### config.mk
export PLATFORM = sky130hd
export DESIGN_NAME = double_ended_queue
export DESIGN_NICKNAME = d
export VERILOG_FILES = /design/src/hdl/deq_pkg.sv /design/src/hdl/deq_skid.sv /design/src/hdl/double_ended_queue.sv
export SDC_FILE = /design/constraint.sdc
export NUM_CORES = 1
export LEC_CHECK = 0
export ABC_AREA = 0
export BUFFER_PORTS_ARGS = -buffer_cell sky130_fd_sc_hd__buf_2
export CAP_MARGIN = 25
export CELL_PAD_IN_SITES_DETAIL_PLACEMENT = 1
export CELL_PAD_IN_SITES_GLOBAL_PLACEMENT = 2
export CORE_MARGIN = 3
export CORE_UTILIZATION = 46
export CTS_BUF_LIST = sky130_fd_sc_hd__clkbuf_16
export DETAILED_ROUTE_END_ITERATION = 10
export PLACE_DENSITY = 0.79
export SKIP_CTS_REPAIR_TIMING = 1
export SLEW_MARGIN = 40
export SYNTH_ARGS = -nofsm -noshare
export SYNTH_HDL_FRONTEND = slang
export SYNTH_SLANG_ARGS = --single-unit
### constraint.sdc
create_clock -name aclk -period 11.31 [get_ports aclk]
set_clock_uncertainty 0.15 [all_clocks]
set_input_delay 3.393 -clock aclk [delete_from_list [all_inputs] [get_ports aclk]]
set_output_delay 3.393 -clock aclk [all_outputs]
set_load 0.05 [all_outputs]
### src/hdl/deq_pkg.sv
// Package: shared types, codes and constants of the double-ended queue.
package deq_pkg;

    // Default number of word slots in the ring store
    localparam int DEPTH_DEFAULT = 16;

    // Field widths of one command item and one result item
    localparam int CMD_W    = 3;
    localparam int WORD_W   = 32;
    localparam int STATUS_W = 2;
    localparam int COUNT_W  = 5;

    // Packed stream widths, padded to whole bytes
    localparam int S_DATA_W = 40;
    localparam int M_DATA_W = 72;
    localparam int M_USED_W = STATUS_W + 2 * WORD_W + COUNT_W;

    // Command codes; codes above peek behave as peek
    typedef enum logic [CMD_W-1:0] {
        CMD_PUSH_BACK  = 3'd0,
        CMD_PUSH_FRONT = 3'd1,
        CMD_POP_BACK   = 3'd2,
        CMD_POP_FRONT  = 3'd3,
        CMD_REVERSE    = 3'd4,
        CMD_PEEK       = 3'd5
    } cmd_t;

    // Result status codes
    typedef enum logic [STATUS_W-1:0] {
        ST_DONE  = 2'd0,
        ST_EMPTY = 2'd1,
        ST_FULL  = 2'd2
    } status_t;

endpackage

### src/hdl/deq_skid.sv
// Two-entry output buffer that decouples the result register from the stream sink.
module deq_skid import deq_pkg::*; #(
    parameter int W = M_DATA_W
) (
    input  logic         aclk,
    input  logic         aresetn,
    input  logic         in_valid,
    output logic         in_ready,
    input  logic [W-1:0] in_data,
    output logic         out_valid,
    input  logic         out_ready,
    output logic [W-1:0] out_data
);

    logic         out_valid_reg;
    logic [W-1:0] out_data_reg;
    logic         sk_valid_reg;
    logic [W-1:0] sk_data_reg;
    logic         out_free;

    assign out_free  = !out_valid_reg || out_ready;
    assign in_ready  = !sk_valid_reg;
    assign out_valid = out_valid_reg;
    assign out_data  = out_data_reg;

    // Advance the output slot from the skid slot first, else from the input
    always_ff @(posedge aclk) begin
        if (!aresetn) begin
            out_valid_reg <= 1'b0;
            sk_valid_reg  <= 1'b0;
        end else if (out_free) begin
            if (sk_valid_reg) begin
                out_valid_reg <= 1'b1;
                sk_valid_reg  <= 1'b0;
            end else begin
                out_valid_reg <= in_valid;
            end
        end else if (in_valid && in_ready) begin
            sk_valid_reg <= 1'b1;
        end
    end

    // Move payload alongside the valid bits
    always_ff @(posedge aclk) begin
        if (out_free) begin
            if (sk_valid_reg) begin
                out_data_reg <= sk_data_reg;
            end else if (in_valid) begin
                out_data_reg <= in_data;
            end
        end else if (in_valid && in_ready) begin
            sk_data_reg <= in_data;
        end
    end

endmodule

### src/hdl/double_ended_queue.sv
// A result item reaches m_ through the result register and then the output buffer.
// One command item per cycle unless stalled; the ring store has one write and two read
// ports. The result register feeds a two-entry output buffer, so input keeps flowing
// while a result waits. Reset clears head index, count, reversal flag and all valid
// bits; the ring store is not cleared, only occupied slots are ever reported.
module double_ended_queue import deq_pkg::*; #(
    parameter int DEPTH = DEPTH_DEFAULT
) (
    input  logic                aclk,
    input  logic                aresetn,
    input  logic                s_tvalid,
    output logic                s_tready,
    input  logic [S_DATA_W-1:0] s_tdata,   // command[2:0], value[34:3], zero pad
    output logic                m_tvalid,
    input  logic                m_tready,
    output logic [M_DATA_W-1:0] m_tdata    // status[1:0], front_value[33:2],
                                           // back_value[65:34], count[70:66], zero pad
);

    localparam int AW = (DEPTH > 1) ? $clog2(DEPTH) : 1;
    localparam int CW = $clog2(DEPTH + 1);
    localparam int SW = AW + 2;
    localparam logic [AW-1:0] LAST_SLOT = AW'(DEPTH - 1);
    localparam logic [CW-1:0] FULL_CNT  = CW'(DEPTH);
    localparam logic [SW-1:0] DEPTH_S   = SW'(DEPTH);

    // Ring store
    logic [WORD_W-1:0] slots [DEPTH];

    // Queue state
    logic [AW-1:0] first_reg, first_next;
    logic [CW-1:0] held_reg, held_next;
    logic          rev_reg, rev_next;

    // Result stage
    logic              st_valid_reg;
    status_t           st_status_reg;
    logic              st_empty_reg;
    logic              st_rev_reg;
    logic [CW-1:0]     st_held_reg;
    logic [WORD_W-1:0] st_head_reg;
    logic [WORD_W-1:0] st_tail_reg;

    // Command decode and write port
    cmd_t              cmd;
    logic [WORD_W-1:0] val;
    logic              s_acc;
    logic              is_push;
    logic              is_pop;
    status_t           status;
    logic              we;
    logic [AW-1:0]     waddr;
    logic [AW-1:0]     first_inc;
    logic [AW-1:0]     first_dec;
    logic [SW-1:0]     tail_sum;
    logic [AW-1:0]     tail_slot;
    logic [SW-1:0]     last_sum;
    logic [AW-1:0]     last_next;
    logic              at_tail;

    // Output side
    logic              sk_ready;
    logic [WORD_W-1:0] front_word;
    logic [WORD_W-1:0] back_word;
    logic [M_DATA_W-1:0] st_data;

    assign cmd      = cmd_t'(s_tdata[CMD_W-1:0]);
    assign val      = s_tdata[CMD_W +: WORD_W];
    assign s_tready = !st_valid_reg || sk_ready;
    assign s_acc    = s_tvalid && s_tready;
    assign is_push  = (cmd == CMD_PUSH_BACK) || (cmd == CMD_PUSH_FRONT);
    assign is_pop   = (cmd == CMD_POP_BACK) || (cmd == CMD_POP_FRONT);

    // Wrap the head index one step either way
    assign first_inc = (first_reg == LAST_SLOT) ? '0 : first_reg + AW'(1);
    assign first_dec = (first_reg == '0) ? LAST_SLOT : first_reg - AW'(1);

    // Physical slot just past the tail
    assign tail_sum  = SW'(first_reg) + SW'(held_reg);
    assign tail_slot = (tail_sum >= DEPTH_S) ? AW'(tail_sum - DEPTH_S) : AW'(tail_sum);

    // Decode the command and update the ring pointers
    always_comb begin
        first_next = first_reg;
        held_next  = held_reg;
        rev_next   = rev_reg;
        status     = ST_DONE;
        we         = 1'b0;
        waddr      = tail_slot;
        at_tail    = 1'b0;
        unique case (cmd) inside
            CMD_PUSH_BACK, CMD_PUSH_FRONT: begin
                if (held_reg == FULL_CNT) begin
                    status = ST_FULL;
                end else begin
                    at_tail   = (cmd == CMD_PUSH_BACK) != rev_reg;
                    we        = 1'b1;
                    held_next = held_reg + CW'(1);
                    if (!at_tail) begin
                        first_next = first_dec;
                        waddr      = first_dec;
                    end
                end
            end
            CMD_POP_BACK, CMD_POP_FRONT: begin
                if (held_reg == '0) begin
                    status = ST_EMPTY;
                end else begin
                    at_tail   = (cmd == CMD_POP_BACK) != rev_reg;
                    held_next = held_reg - CW'(1);
                    if (!at_tail) begin
                        first_next = first_inc;
                    end
                end
            end
            CMD_REVERSE: begin
                rev_next = !rev_reg;
            end
            default: begin
            end
        endcase
    end

    // Physical index of the last word after the command
    assign last_sum  = SW'(first_next) + SW'(held_next) - SW'(1);
    assign last_next = (last_sum >= DEPTH_S) ? AW'(last_sum - DEPTH_S) : AW'(last_sum);

    // Hold queue state and stage valid
    always_ff @(posedge aclk) begin
        if (!aresetn) begin
            first_reg    <= '0;
            held_reg     <= '0;
            rev_reg      <= 1'b0;
            st_valid_reg <= 1'b0;
        end else begin
            if (s_acc) begin
                first_reg <= first_next;
                held_reg  <= held_next;
                rev_reg   <= rev_next;
            end
            if (s_acc) begin
                st_valid_reg <= 1'b1;
            end else if (sk_ready) begin
                st_valid_reg <= 1'b0;
            end
        end
    end

    // Write the pushed word and read both ends, forwarding a same-cycle write
    always_ff @(posedge aclk) begin
        if (s_acc) begin
            if (we) begin
                slots[waddr] <= val;
            end
            st_head_reg   <= (we && waddr == first_next) ? val : slots[first_next];
            st_tail_reg   <= (we && waddr == last_next) ? val : slots[last_next];
            st_status_reg <= status;
            st_empty_reg  <= (held_next == '0);
            st_rev_reg    <= rev_next;
            st_held_reg   <= held_next;
        end
    end

    // Map physical ends to logical front and back
    always_comb begin
        if (st_empty_reg) begin
            front_word = '1;
            back_word  = '1;
        end else if (st_rev_reg) begin
            front_word = st_tail_reg;
            back_word  = st_head_reg;
        end else begin
            front_word = st_head_reg;
            back_word  = st_tail_reg;
        end
    end

    assign st_data = {{(M_DATA_W - M_USED_W){1'b0}}, COUNT_W'(st_held_reg),
                      back_word, front_word, st_status_reg};

    deq_skid #(
        .W (M_DATA_W)
    ) u_skid (
        .aclk      (aclk),
        .aresetn   (aresetn),
        .in_valid  (st_valid_reg),
        .in_ready  (sk_ready),
        .in_data   (st_data),
        .out_valid (m_tvalid),
        .out_ready (m_tready),
        .out_data  (m_tdata)
    );

    // Count never exceeds capacity
    a_held_bound: assert property (@(posedge aclk) disable iff (!aresetn)
        held_reg <= FULL_CNT)
        else $error("held count above capacity");

    // Push on full is refused and leaves the count alone
    a_push_full: assert property (@(posedge aclk) disable iff (!aresetn)
        s_acc && is_push && held_reg == FULL_CNT
        |=> st_status_reg == ST_FULL && held_reg == $past(held_reg))
        else $error("push on full not refused");

    // Pop on empty is refused and reports an empty queue
    a_pop_empty: assert property (@(posedge aclk) disable iff (!aresetn)
        s_acc && is_pop && held_reg == '0
        |=> st_status_reg == ST_EMPTY && st_empty_reg && held_reg == '0)
        else $error("pop on empty not refused");

    // A stalled result stage keeps its item
    a_stage_hold: assert property (@(posedge aclk) disable iff (!aresetn)
        st_valid_reg && !sk_ready |=> st_valid_reg && $stable(st_held_reg))
        else $error("result stage lost a stalled item");

endmodule

# ---- Word level (Yosys, flattened, before mapping)
# Memories as Yosys holds them, arrays and structs flattened. A register that Yosys moved wholly into a read port is not among the register bits.
# Cells that the tools add are included.
dict set report classes {
  add_sub_neg 9
  multipliers 0
  div 0
  order_cmp 2
  eq_ne 9
  shifts 0
  muxes 33
  bitwise_logic 2
  n_reduce_logical 18
}
# op n
set ops {}
lappend ops {{2-to-1 mux 71 bit} 2}
lappend ops {{2-to-1 mux 32 bit} 4}
lappend ops {{2-to-1 mux 4 bit} 11}
lappend ops {{adder 4 x 5 -> 6 bit} 2}
lappend ops {{>= comparator 6 x 5 -> 1 bit (second input constant)} 2}
lappend ops {{subtractor 4 x 1 -> 4 bit (second input constant)} 3}
lappend ops {{zero test 5 bit} 2}
lappend ops {{2-to-1 mux 1 bit} 10}
lappend ops {{2-to-1 mux 5 bit} 2}
lappend ops {{one-hot mux 5 bit (2 select lines)} 1}
lappend ops {{one-hot mux 4 bit (2 select lines)} 1}
lappend ops {{== test 3 x 2 -> 1 bit (second input constant)} 2}
lappend ops {{OR reduction 2 bit} 3}
lappend ops {{subtractor 6 x 1 -> 6 bit (second input constant)} 1}
lappend ops {{adder 5 x 1 -> 5 bit (second input constant)} 1}
lappend ops {{== test 5 bit (second input constant)} 1}
lappend ops {{subtractor 5 x 1 -> 5 bit (second input constant)} 1}
lappend ops {{adder 4 x 1 -> 4 bit (second input constant)} 1}
lappend ops {{== test 4 bit (second input constant)} 1}
lappend ops {{zero test 1 bit} 4}
lappend ops {{zero test 4 bit} 1}
lappend ops {{one-hot mux 2 bit (2 select lines)} 1}
lappend ops {{AND reduction 2 bit} 2}
lappend ops {{== test 3 x 1 -> 1 bit (second input constant)} 1}
lappend ops {{9 further kinds} 13}
dict set report totals {
  regBits 164
  latchBits 0
  mem_bits_rw 512
  rom_bits 0
  inputBits 44
  output_inout_bits 74
  word_cells 86
  mem_count 1
}
# name depth word_bits read_ports rd_ports_with_merged_regs write_ports line_no
set mem_list {}
lappend mem_list {slots 16 32 2 2 1 double_ended_queue.sv:28} ;# logic [WORD_W-1:0] slots [DEPTH];

# ---- Depth between registers and ports, before layout
# Gate-level depths: netlist of the first run.
dict set report logic_depth {
  depth_word 9
  depth_mapped 22
}

# ---- By module
# From an unflattened synthesis of the first run, not the netlist that was laid out.
dict set report hier_totals {
  cells_unflattened 2406
  area_unflattened_um2 35043.6
}
# mod n_inst cells_each area_per_inst_um2 seq_area_each_um2
set modules_own_cells {}
lappend modules_own_cells {double_ended_queue 1 2173 29568.4 17787.1}
lappend modules_own_cells {deq_skid 1 233 5475.3 4364.2}

# ---- Worst setup path before layout of the first run
# Ideal clock, no wire load.
dict set report synth_path {
  path_type {in2reg}
  from {in m_tready}
  to {reg u_skid.sk_data_reg[0], enable pin}
  setup_time_ps 602
  arrival_time_ps 8818
  required_ps 10558
  path_slack_ps 1740
  cell_stages 2
  path_buffers 0
  path_cell_list {nand2b_1 > nor3b_1}
}
dict set report synth_between {
  elab_chain_cells 3
}
# element line_no
set synth_rtl {}
lappend synth_rtl {{start: declaration} double_ended_queue.sv:15} ;# input logic m_tready,
lappend synth_rtl {{logical OR 1 bit} deq_skid.sv:21} ;# assign out_free = !out_valid_reg || out_ready;
lappend synth_rtl {{inverter 1 bit (no line)} --}
lappend synth_rtl {{AND reduction 2 bit (no line)} --}
lappend synth_rtl {{end signal: assignment} deq_skid.sv:52} ;# sk_data_reg <= in_data;
lappend synth_rtl {{end: declaration} deq_skid.sv:18} ;# logic [W-1:0] sk_data_reg;
# No other way between the ends.
# A chain may end at the register's enable or synchronous reset.

# ---- Worst setup path in the final report of the first run
dict set report layout_path {
  from {in s_tdata[1]}
  to {reg st_tail_reg[20] (read register of slots), data pin}
}
dict set report layout_between {
  elab_chain_cells 9
}
# element line_no
set layout_rtl {}
lappend layout_rtl {{start: declaration} double_ended_queue.sv:13} ;# input logic [S_DATA_W-1:0] s_tdata,
lappend layout_rtl {{== test 3 x 2 -> 1 bit or zero test 3 bit (tied branches)} {double_ended_queue.sv:109, double_ended_queue.sv:96}}
lappend layout_rtl {{!= test 1 bit, on equally long branches} {double_ended_queue.sv:109, double_ended_queue.sv:96}}
lappend layout_rtl {{2-to-1 mux 4 bit, on equally long branches} {double_ended_queue.sv:111, double_ended_queue.sv:99}}
lappend layout_rtl {{2-to-1 mux 4 bit, on equally long branches} {double_ended_queue.sv:106, double_ended_queue.sv:93}}
lappend layout_rtl {{one-hot mux 4 bit (2 select lines)} double_ended_queue.sv:91} ;# unique case (cmd) inside
lappend layout_rtl {{adder 4 x 5 -> 6 bit *} double_ended_queue.sv:125} ;# assign last_sum = SW'(first_next) + SW'(held_next) - SW'(1);
lappend layout_rtl {{subtractor 6 x 1 -> 6 bit *} double_ended_queue.sv:125}
lappend layout_rtl {{>= comparator 6 x 5 -> 1 bit or subtractor 4 x 1 -> 4 bit (tied branches)} double_ended_queue.sv:126} ;# assign last_next = (last_sum >= DEPTH_S) ? AW'(last_sum - DEPTH_S) : AW'(last_sum);
lappend layout_rtl {{2-to-1 mux 4 bit *} double_ended_queue.sv:126}
lappend layout_rtl {{end: declaration} double_ended_queue.sv:42} ;# logic [WORD_W-1:0] st_tail_reg;
# Mark *: on every way between the ends. The rest lies on a longest branch, timed or not.

==> summary.md, run 1 <==
| Metric | Value |
|---|---|
| Net Sw Power | 2.58 mW |
| DRC | 0 |
| Row cnt | 100 |
| Switching Share | 30.8% |
| Boundary Pins | 118 |
| Die Wd | 281 microns |
| Post-route cell area | 38,900 sq um |
| Setup Total Neg Slack | 0 ps |
| Final wirelength | 103,000 microns |
| Mapped Nets | 2,485 |
| Worst Path Arrival | 8950 ps |
| Largest register FFs | 512 |
| Flops & latches, synth | 740 |
| VDD IR-drop max | 0.000168 V |
| Startpoint types | input port |
| Top cells by area, synth | edfxtp_1 63%, mux4_2 8.3%, nand2_1 4.7% |
| Reg-to-Reg End | st_tail_reg[20] |
| WHS | 320 ps |
| CTS root buffer | clkbuf_16 |
| Leak | 13.3 nW |
| CTS tree | done |
| Synthesized area per cell | 14.3 sq um |
| Most numerous cell in the Yosys netlist | edfxtp_1 |
| Initial Util | 46.6% |
| Total CTS buffers | 79 |
| Layout area overhead | 12.1% |
| Post-Synthesis Cells | 2,427 |
| Synth Flop Type | edfxtp_1 |
| Post-Synthesis Cell Area | 34,700 sq um |
| Slew at the pin with the worst max-slew slack | 846 ps |
| WP data required | 11,530 ps |
| Asr flop ratio synth | 0% |
| R2R Setup Slk | 4680 ps |
| Unrepaired setup endpoints after global routing | no |
| DRT iter0 DRCs | 2,313 |
| Slew margin rel. | 43.6% |
| Seq/Total Area, Yosys | 63.6% |
| Die Y-Extent | 281 microns |
| DR pass1 iterations | 8 |
| Area after DPL | 36,400 sq um |
| Ratio of final minimum period to clock period | 77.2% |
| Largest net degree at the start of global routing | 131 |
| Number of nets in the layout | 2,526 |
| First-pass GRT wire length | 153,000 microns |
| Vias post-DR | 22.5k |
| Combinational Power Share | 29.8% |
| Share of layout cells above drive strength 1 | 21.4% |
| Vias per Instance | 6.41 |
| Longest Clk Path Bufs | 3 |
| Top cells by count, synth | 727 x edfxtp_1, 435 x nand2_1, 164 x clkbuf_1 |
| Final Core Density | 52.2% |
| Crit Path Max Fanout | 45 |
| Final Hold Viols | 0 |
| Vias in the first global route | 23.6k |
| Outcome | completed |
| Pre-CTS setup slack | 2030 ps |
| GRT Overall Usage | 26.1% |
| Total gr overflow | 0 |
| Final cell count without fillers | 3,504 |
| Port bufs | 111 |
| Post-synth EDFFs | 727 |
| Clock sinks | 740 |
| FF-to-FF path depth | 20 |
| Fmax | 114 MHz |
| Clock Latency Late Sink | 630 ps |
| Placed cell count | 3,355 |
| Share of power burned in registers | 40.5% |
| Final ANT Viol Nets | 0 |
| Core footprint | 74,600 sq um |
| H-tree Lvls | 3 |
| Yosys warnings | 0 |
| PD cells | 215 nW/um^2 |
| Detailed placement HPWL | 58,000 microns |
| Maxcap violations | 0 |
| Worst Setup Slack, final | 2580 ps |
| Die area | 78,900 sq um |
| Critical path endpoint category | register |
| Fin crit period | 8730 ps |
| Netlist cell types | 60 |
| Int Pwr | 5.80 mW |
| Total power | 8.39 mW |
| Clock Power Share | 29.7% |
| Synth top area share | 62.8% |
| Final setup violating endpoints | 0 |
| Final GP Congestion | 0.794 |
| Routed wire per std cell | 29.5 microns |
| Hold crit path type | reg -> reg |
| Fillcell total | 7,131 |
| Setup crit end | st_tail_reg[20] |
| Reg2Reg Launch Point | held_reg[1] |
| Final Slew Violations | 0 |
| Antenna violations before repair | 9 |
| Worst-path clk slew | 60 ps |
| Synth area leader | edfxtp_1 |
| Worst setup path class | in -> reg |
| Worst Setup SP | s_tdata[1] |
[power groups by stage]
| stage | registers (mW) | clock network, mW | logic, mW |
|---|---|---|---|
| 6_report | 3.40 | 2.49 | 2.50 |
| 5_1_grt | 3.40 | 2.64 | 2.68 |
| 4_1_cts | 3.39 | 2.54 | 2.51 |
| 3_5_place_dp | 3.45 | 0 | 2.50 |
| 3_3_place_gp | 3.44 | 0 | 2.43 |
| 2_1_floorplan | 3.44 | 0 | 1.77 |
[routing by layer]
metal	share of wire, %	routed length, microns	global-route usage [%]
met5	0.012	12	0
met4	2.4	2470	8.00
met3	7.2	7430	3.49
met2	49	50900	44.6
met1	41	42700	35.1
[how the worst min path moves through the flow]
stage	startpoint	to	slack (ps)	cells after the start
after floorplan	st_status_reg[0]	u_skid.sk_data_reg[0]	270	0
after global placement	st_status_reg[0]	u_skid.sk_data_reg[0]	290	0
after detailed placement	st_status_reg[0]	u_skid.sk_data_reg[0]	310	0
after CTS	st_status_reg[0]	u_skid.sk_data_reg[0]	330	0
after global routing	st_status_reg[0]	u_skid.sk_data_reg[0]	330	0
final	st_held_reg[3]	u_skid.sk_data_reg[69]	320	0
[critical path, stage by stage]
cell	delay, ps
buf_2	250
xor2_1	140
a211oi_1	470
o21ai_0	300
a21oi_4	180
buf_4	530
inv_2	50
buf_4	360
ha_1	370
inv_1	90
ha_4	120
inv_1	50
fa_2	390
xnor2_1	280
xnor3_4	780
buf_12	400
mux2i_1	280
mux2i_1	100
mux2_1	330
[area by class of cell]
cell class	count	area (sq um)	share of cell area (%)
timing repair buffer	165	1080	2.77
multi-input combinational	1466	12000	30.8
sequential	740	22100	56.7
inverter	16	66.3	0.170
antenna	4	10.0	0.0257
clock inverter	65	495	1.27
tap	969	1210	3.11
clock buffer	79	1980	5.08
[placed cells by master, fill, tap and decap left out, types with 5 or more instances in the layout]
master     netlist  final
mux2_2          73     73
nand2b_1         5      5
nand3_1        134    134
xnor2_1         16     16
o31ai_1         34     34
nand2_1        435    434
inv_6            0      5
clkinv_2         0     14
nor2b_1         66     66
xor2_1           6      5
buf_6            4      8
mux4_2         128    128
a211o_1         65     64
clkbuf_16        0     79
mux2_4          26     26
inv_1           14     32
o21ai_0          6      6
bufinv_16        0      6
a21oi_1         10      9
mux2i_1         99     98
ha_1            12     10
dfxtp_1         13     12
clkinv_1         2     17
a211oi_1        65     65
nor2_1          27     15
nor3b_1          9      8
and3_1          66     66
nor2_4           0     12
edfxtp_1       727    727
buf_2           11    111
buf_12           0      7
buf_4            1     39
a311oi_1       128    128
[logic make-up (layout without fill, tap and decap cells)]
family / count (synthesis) / after routing / synth area share, %
buffers and inverters: 221 / 325 / 2.52
muxes: 330 / 330 / 14.8
DFF: 740 / 740 / 63.6
xor gates and xnor gates: 24 / 24 / 0.666
AOI/OAI and AO/OA: 329 / 329 / 7.76
other: 1 / 5 / 0.0108
and+or+nand+nor: 768 / 768 / 10.1
adders and majority gates: 14 / 14 / 0.547
Note: power is estimated with default switching activity, not from simulation.
==> inputs of run 2 (changes only) <==
--- a/config.mk
+++ b/config.mk
@@ -5,16 +5,16 @@
 export SDC_FILE = /design/constraint.sdc
 export NUM_CORES = 1
 export LEC_CHECK = 0
-export ABC_AREA = 0
+export ABC_AREA = 1
 export BUFFER_PORTS_ARGS = -buffer_cell sky130_fd_sc_hd__buf_2
 export CAP_MARGIN = 25
 export CELL_PAD_IN_SITES_DETAIL_PLACEMENT = 1
 export CELL_PAD_IN_SITES_GLOBAL_PLACEMENT = 2
 export CORE_MARGIN = 3
-export CORE_UTILIZATION = 46
+export CORE_UTILIZATION = 36
 export CTS_BUF_LIST = sky130_fd_sc_hd__clkbuf_16
 export DETAILED_ROUTE_END_ITERATION = 10
-export PLACE_DENSITY = 0.79
+export PLACE_DENSITY = 0.75
 export SKIP_CTS_REPAIR_TIMING = 1
 export SLEW_MARGIN = 40
 export SYNTH_ARGS = -nofsm -noshare
==> constraint.sdc (replaced) <==
create_clock -name aclk -period 7.74 [get_ports aclk]
set_clock_uncertainty 0.15 [all_clocks]
set_input_delay 2.322 -clock aclk [delete_from_list [all_inputs] [get_ports aclk]]
set_output_delay 2.322 -clock aclk [all_outputs]
set_load 0.05 [all_outputs]
==> run 2 against run 1 <==
Against the previous run: utilization shrank 11 points; final cell count grew 62%; sequential power grew 43%; worst hold slack lost 17 ps; global-route usage shrank 1.7 points; combinational power grew 85%; critical path type unchanged; critical path depth grew 4; setup slack lost 1200 ps; synthesized cell count grew 76%; design area grew 11%.
==> summary.md, run 2 <==
| Metric | Value |
|---|---|
| Vias per Instance | 5.51 |
| Worst Path Arrival | 6650 ps |
| DRC | 0 |
| GRT Overall Usage | 24.5% |
| R2R Setup Slk | 2550 ps |
| Post-synth EDFFs | 727 |
| Worst setup path class | in -> reg |
| Flops & latches, synth | 740 |
| Yosys warnings | 0 |
| DR pass1 iterations | 5 |
| Longest Clk Path Bufs | 3 |
| Slowest CP cell | fa_1 |
| Largest register FFs | 512 |
| WP data required | 7990 ps |
| Maxcap violations | 0 |
| Fin crit period | 6390 ps |
| Final Slew Violations | 0 |
| Largest net degree at the start of global routing | 202 |
| Leak | 17.8 nW |
| CTS root buffer | clkbuf_16 |
| Total CTS buffers | 88 |
| Die Y-Extent | 331 microns |
| Final Hold Viols | 0 |
| Clock sinks | 740 |
| Fillcell total | 12.0k |
| Ratio of final minimum period to clock period | 82.6% |
| Synthesized area per cell | 8.95 sq um |
| VDD IR-drop max | 0.000212 V |
| Final ANT Viol Nets | 0 |
| Synth top area share | 57.3% |
| Top Metal Used | met5 |
| Die area | 110,000 sq um |
| Post-Synthesis Cells | 4,262 |
| Slew margin rel. | 23.0% |
| First-pass GRT wire length | 206,000 microns |
| Final setup violating endpoints | 0 |
| Vias post-DR | 31.2k |
| Share of layout cells above drive strength 1 | 8.78% |
| Post-Synthesis Cell Area | 38,100 sq um |
| Worst-path clk slew | 60 ps |
| Mapped Nets | 4,320 |
| Netlist cell types | 35 |
| Critical path endpoint category | register |
| Row cnt | 118 |
| Final GP Congestion | 0.789 |
| Number of nets in the layout | 4,277 |
| Most frequent cells in the layout | 958 x nand2_1, 727 x edfxtp_1, 607 x nand3_1 |
| Startpoint types | input port |
| Detailed placement HPWL | 77,700 microns |
| Critical Path Most Common Cell | nand2_1 |
| H-tree Lvls | 3 |
| Clock Latency Late Sink | 670 ps |
| Boundary Pins | 118 |
| Total gr overflow | 0 |
| Routed wl met3 | 7490 microns |
| Top cells by count, synth | 960 x nand2_1, 727 x edfxtp_1, 608 x nand3_1 |
| Outcome | completed |
| Commonest non-fill, non-tap cell in the layout | nand2_1 |
| Core footprint | 104,000 sq um |
| Post-route cell area | 43,200 sq um |
| Top cells by area, synth | edfxtp_1 57%, nand2_1 9.5%, nand3_1 8.0% |
| Synth area leader | edfxtp_1 |
| Synth Flop Type | edfxtp_1 |
| Fmax | 156 MHz |
| Hold crit path type | reg -> reg |
| Crit Path Max Fanout | 15 |
| Most numerous cell in the Yosys netlist | nand2_1 |
| Seq/Total Area, Yosys | 57.9% |
| PD cells | 313 nW/um^2 |
| Metal2 WL | 63,600 microns |
| Port bufs | 111 |
| Vias in the first global route | 31.4k |
| Critical-path cell list | buf_2, inv_2, nand3_1, nand2_1, nand2_1, nand2_2, nor2_4, nand2_1, nand3_4, ha_1, inv_1, ha_4, inv_1, fa_1, buf_4, nand2_1, nand4_1, nor2_4, nand2_2, buf_4, nand2_1, nand2_1, inv_1 |
| Slew at the pin with the worst max-slew slack | 1150 ps |
| Setup Total Neg Slack | 0 ps |
| Routed wire per std cell | 24.2 microns |
| Asr flop ratio synth | 0% |
| DRT iter0 DRCs | 2,733 |
| Area after DPL | 40,400 sq um |
| Unrepaired setup endpoints after global routing | no |
| Antenna violations before repair | 10 |
| Die Wd | 331 microns |
| CTS tree | done |
| Initial Util | 36.5% |
| M1 WL | 62,700 microns |
| Final wirelength | 137,000 microns |
| Slowest stage delay, CP | 840 ps |
| Layout area overhead | 13.2% |
## run 2: cell types whose count changed in the layout (fill, tap and decap cells not counted), sizes merged, moves of 103 or more
| cell | change |
|---|---|
| a21oi | +262 |
| a311oi | -128 |
| inv | +586 |
| mux2 | -103 |
| mux4 | -128 |
| nand2 | +533 |
| nand3 | +478 |
| nand4 | +293 |
| o21ai | +332 |
## run 2: cell families (layout without fill, tap and decap cells)
kind of cell | after synthesis | count (layout) | synth area share (%)
compound gates | 622 | 622 | 8.23
xor+xnor | 12 | 12 | 0.295
fa+ha+maj | 14 | 14 | 0.499
buf+inv | 929 | 951 | 9.55
flops | 740 | 740 | 57.9
other cells | 1 | 3 | 0.00984
simple gates | 1944 | 1944 | 23.5
## run 2: worst max-delay path: cells and delay by family
kind | cells | cell delay [ps]
adder cells (fa/ha/maj) | 3 | 1200
buffers and inverters | 7 | 1220
AND/OR/NAND/NOR | 13 | 1860
## run 2: final cells by class
cell class	count	area (sq um)	area share, %
sequential	740	22100	51.2
multi-input combinational	2593	12700	29.3
inverter	604	2280	5.28
clock buffer	91	2280	5.27
tap	1380	1730	4.00
timing repair buffer	192	1690	3.91
clock inverter	64	444	1.03
antenna	2	5.00	0.0116
## run 2: per-layer routing
| layer | global-route usage, % | vias up |
|---|---|---|
| li1 | - | 14512 |
| met1 | 34.5 | 15577 |
| met2 | 39.8 | 911 |
| met3 | 3.41 | 205 |
| met4 | 6.36 | 4 |
| met5 | 0 | - |
## run 2: worst paths after layout
kind                                startpoint                      to  depth (start not counted)
worst max-delay path                s_tdata[2]          st_tail_reg[6]                         23
worst max register to register     held_reg[1]          st_tail_reg[6]                         21
worst min-delay path            st_held_reg[3]  u_skid.sk_data_reg[69]                          0
worst min register to register  st_held_reg[3]  u_skid.sk_data_reg[69]                          0
## run 2: power breakdown
group,internal (mW),switching [mW],leakage [nW]
clock network,2.31,1.68,1.41
registers,4.74,0.127,6.73
logic,1.21,3.42,9.62
## run 2: metrics by stage
step                      utilization [%]  instances  hold slack [ps]  power (mW)  setup WS (ps)
after global routing                 41.4       5665              312        14.2           1200
final                                41.4       5666              302        13.5           1350
after global placement               38.4       5495              283        9.45            799
after CTS                            41.3       5661              300        13.5           1430
after floorplan                         -       4262              277        7.73           1600
after detailed placement             38.7       5506              285        9.52            750
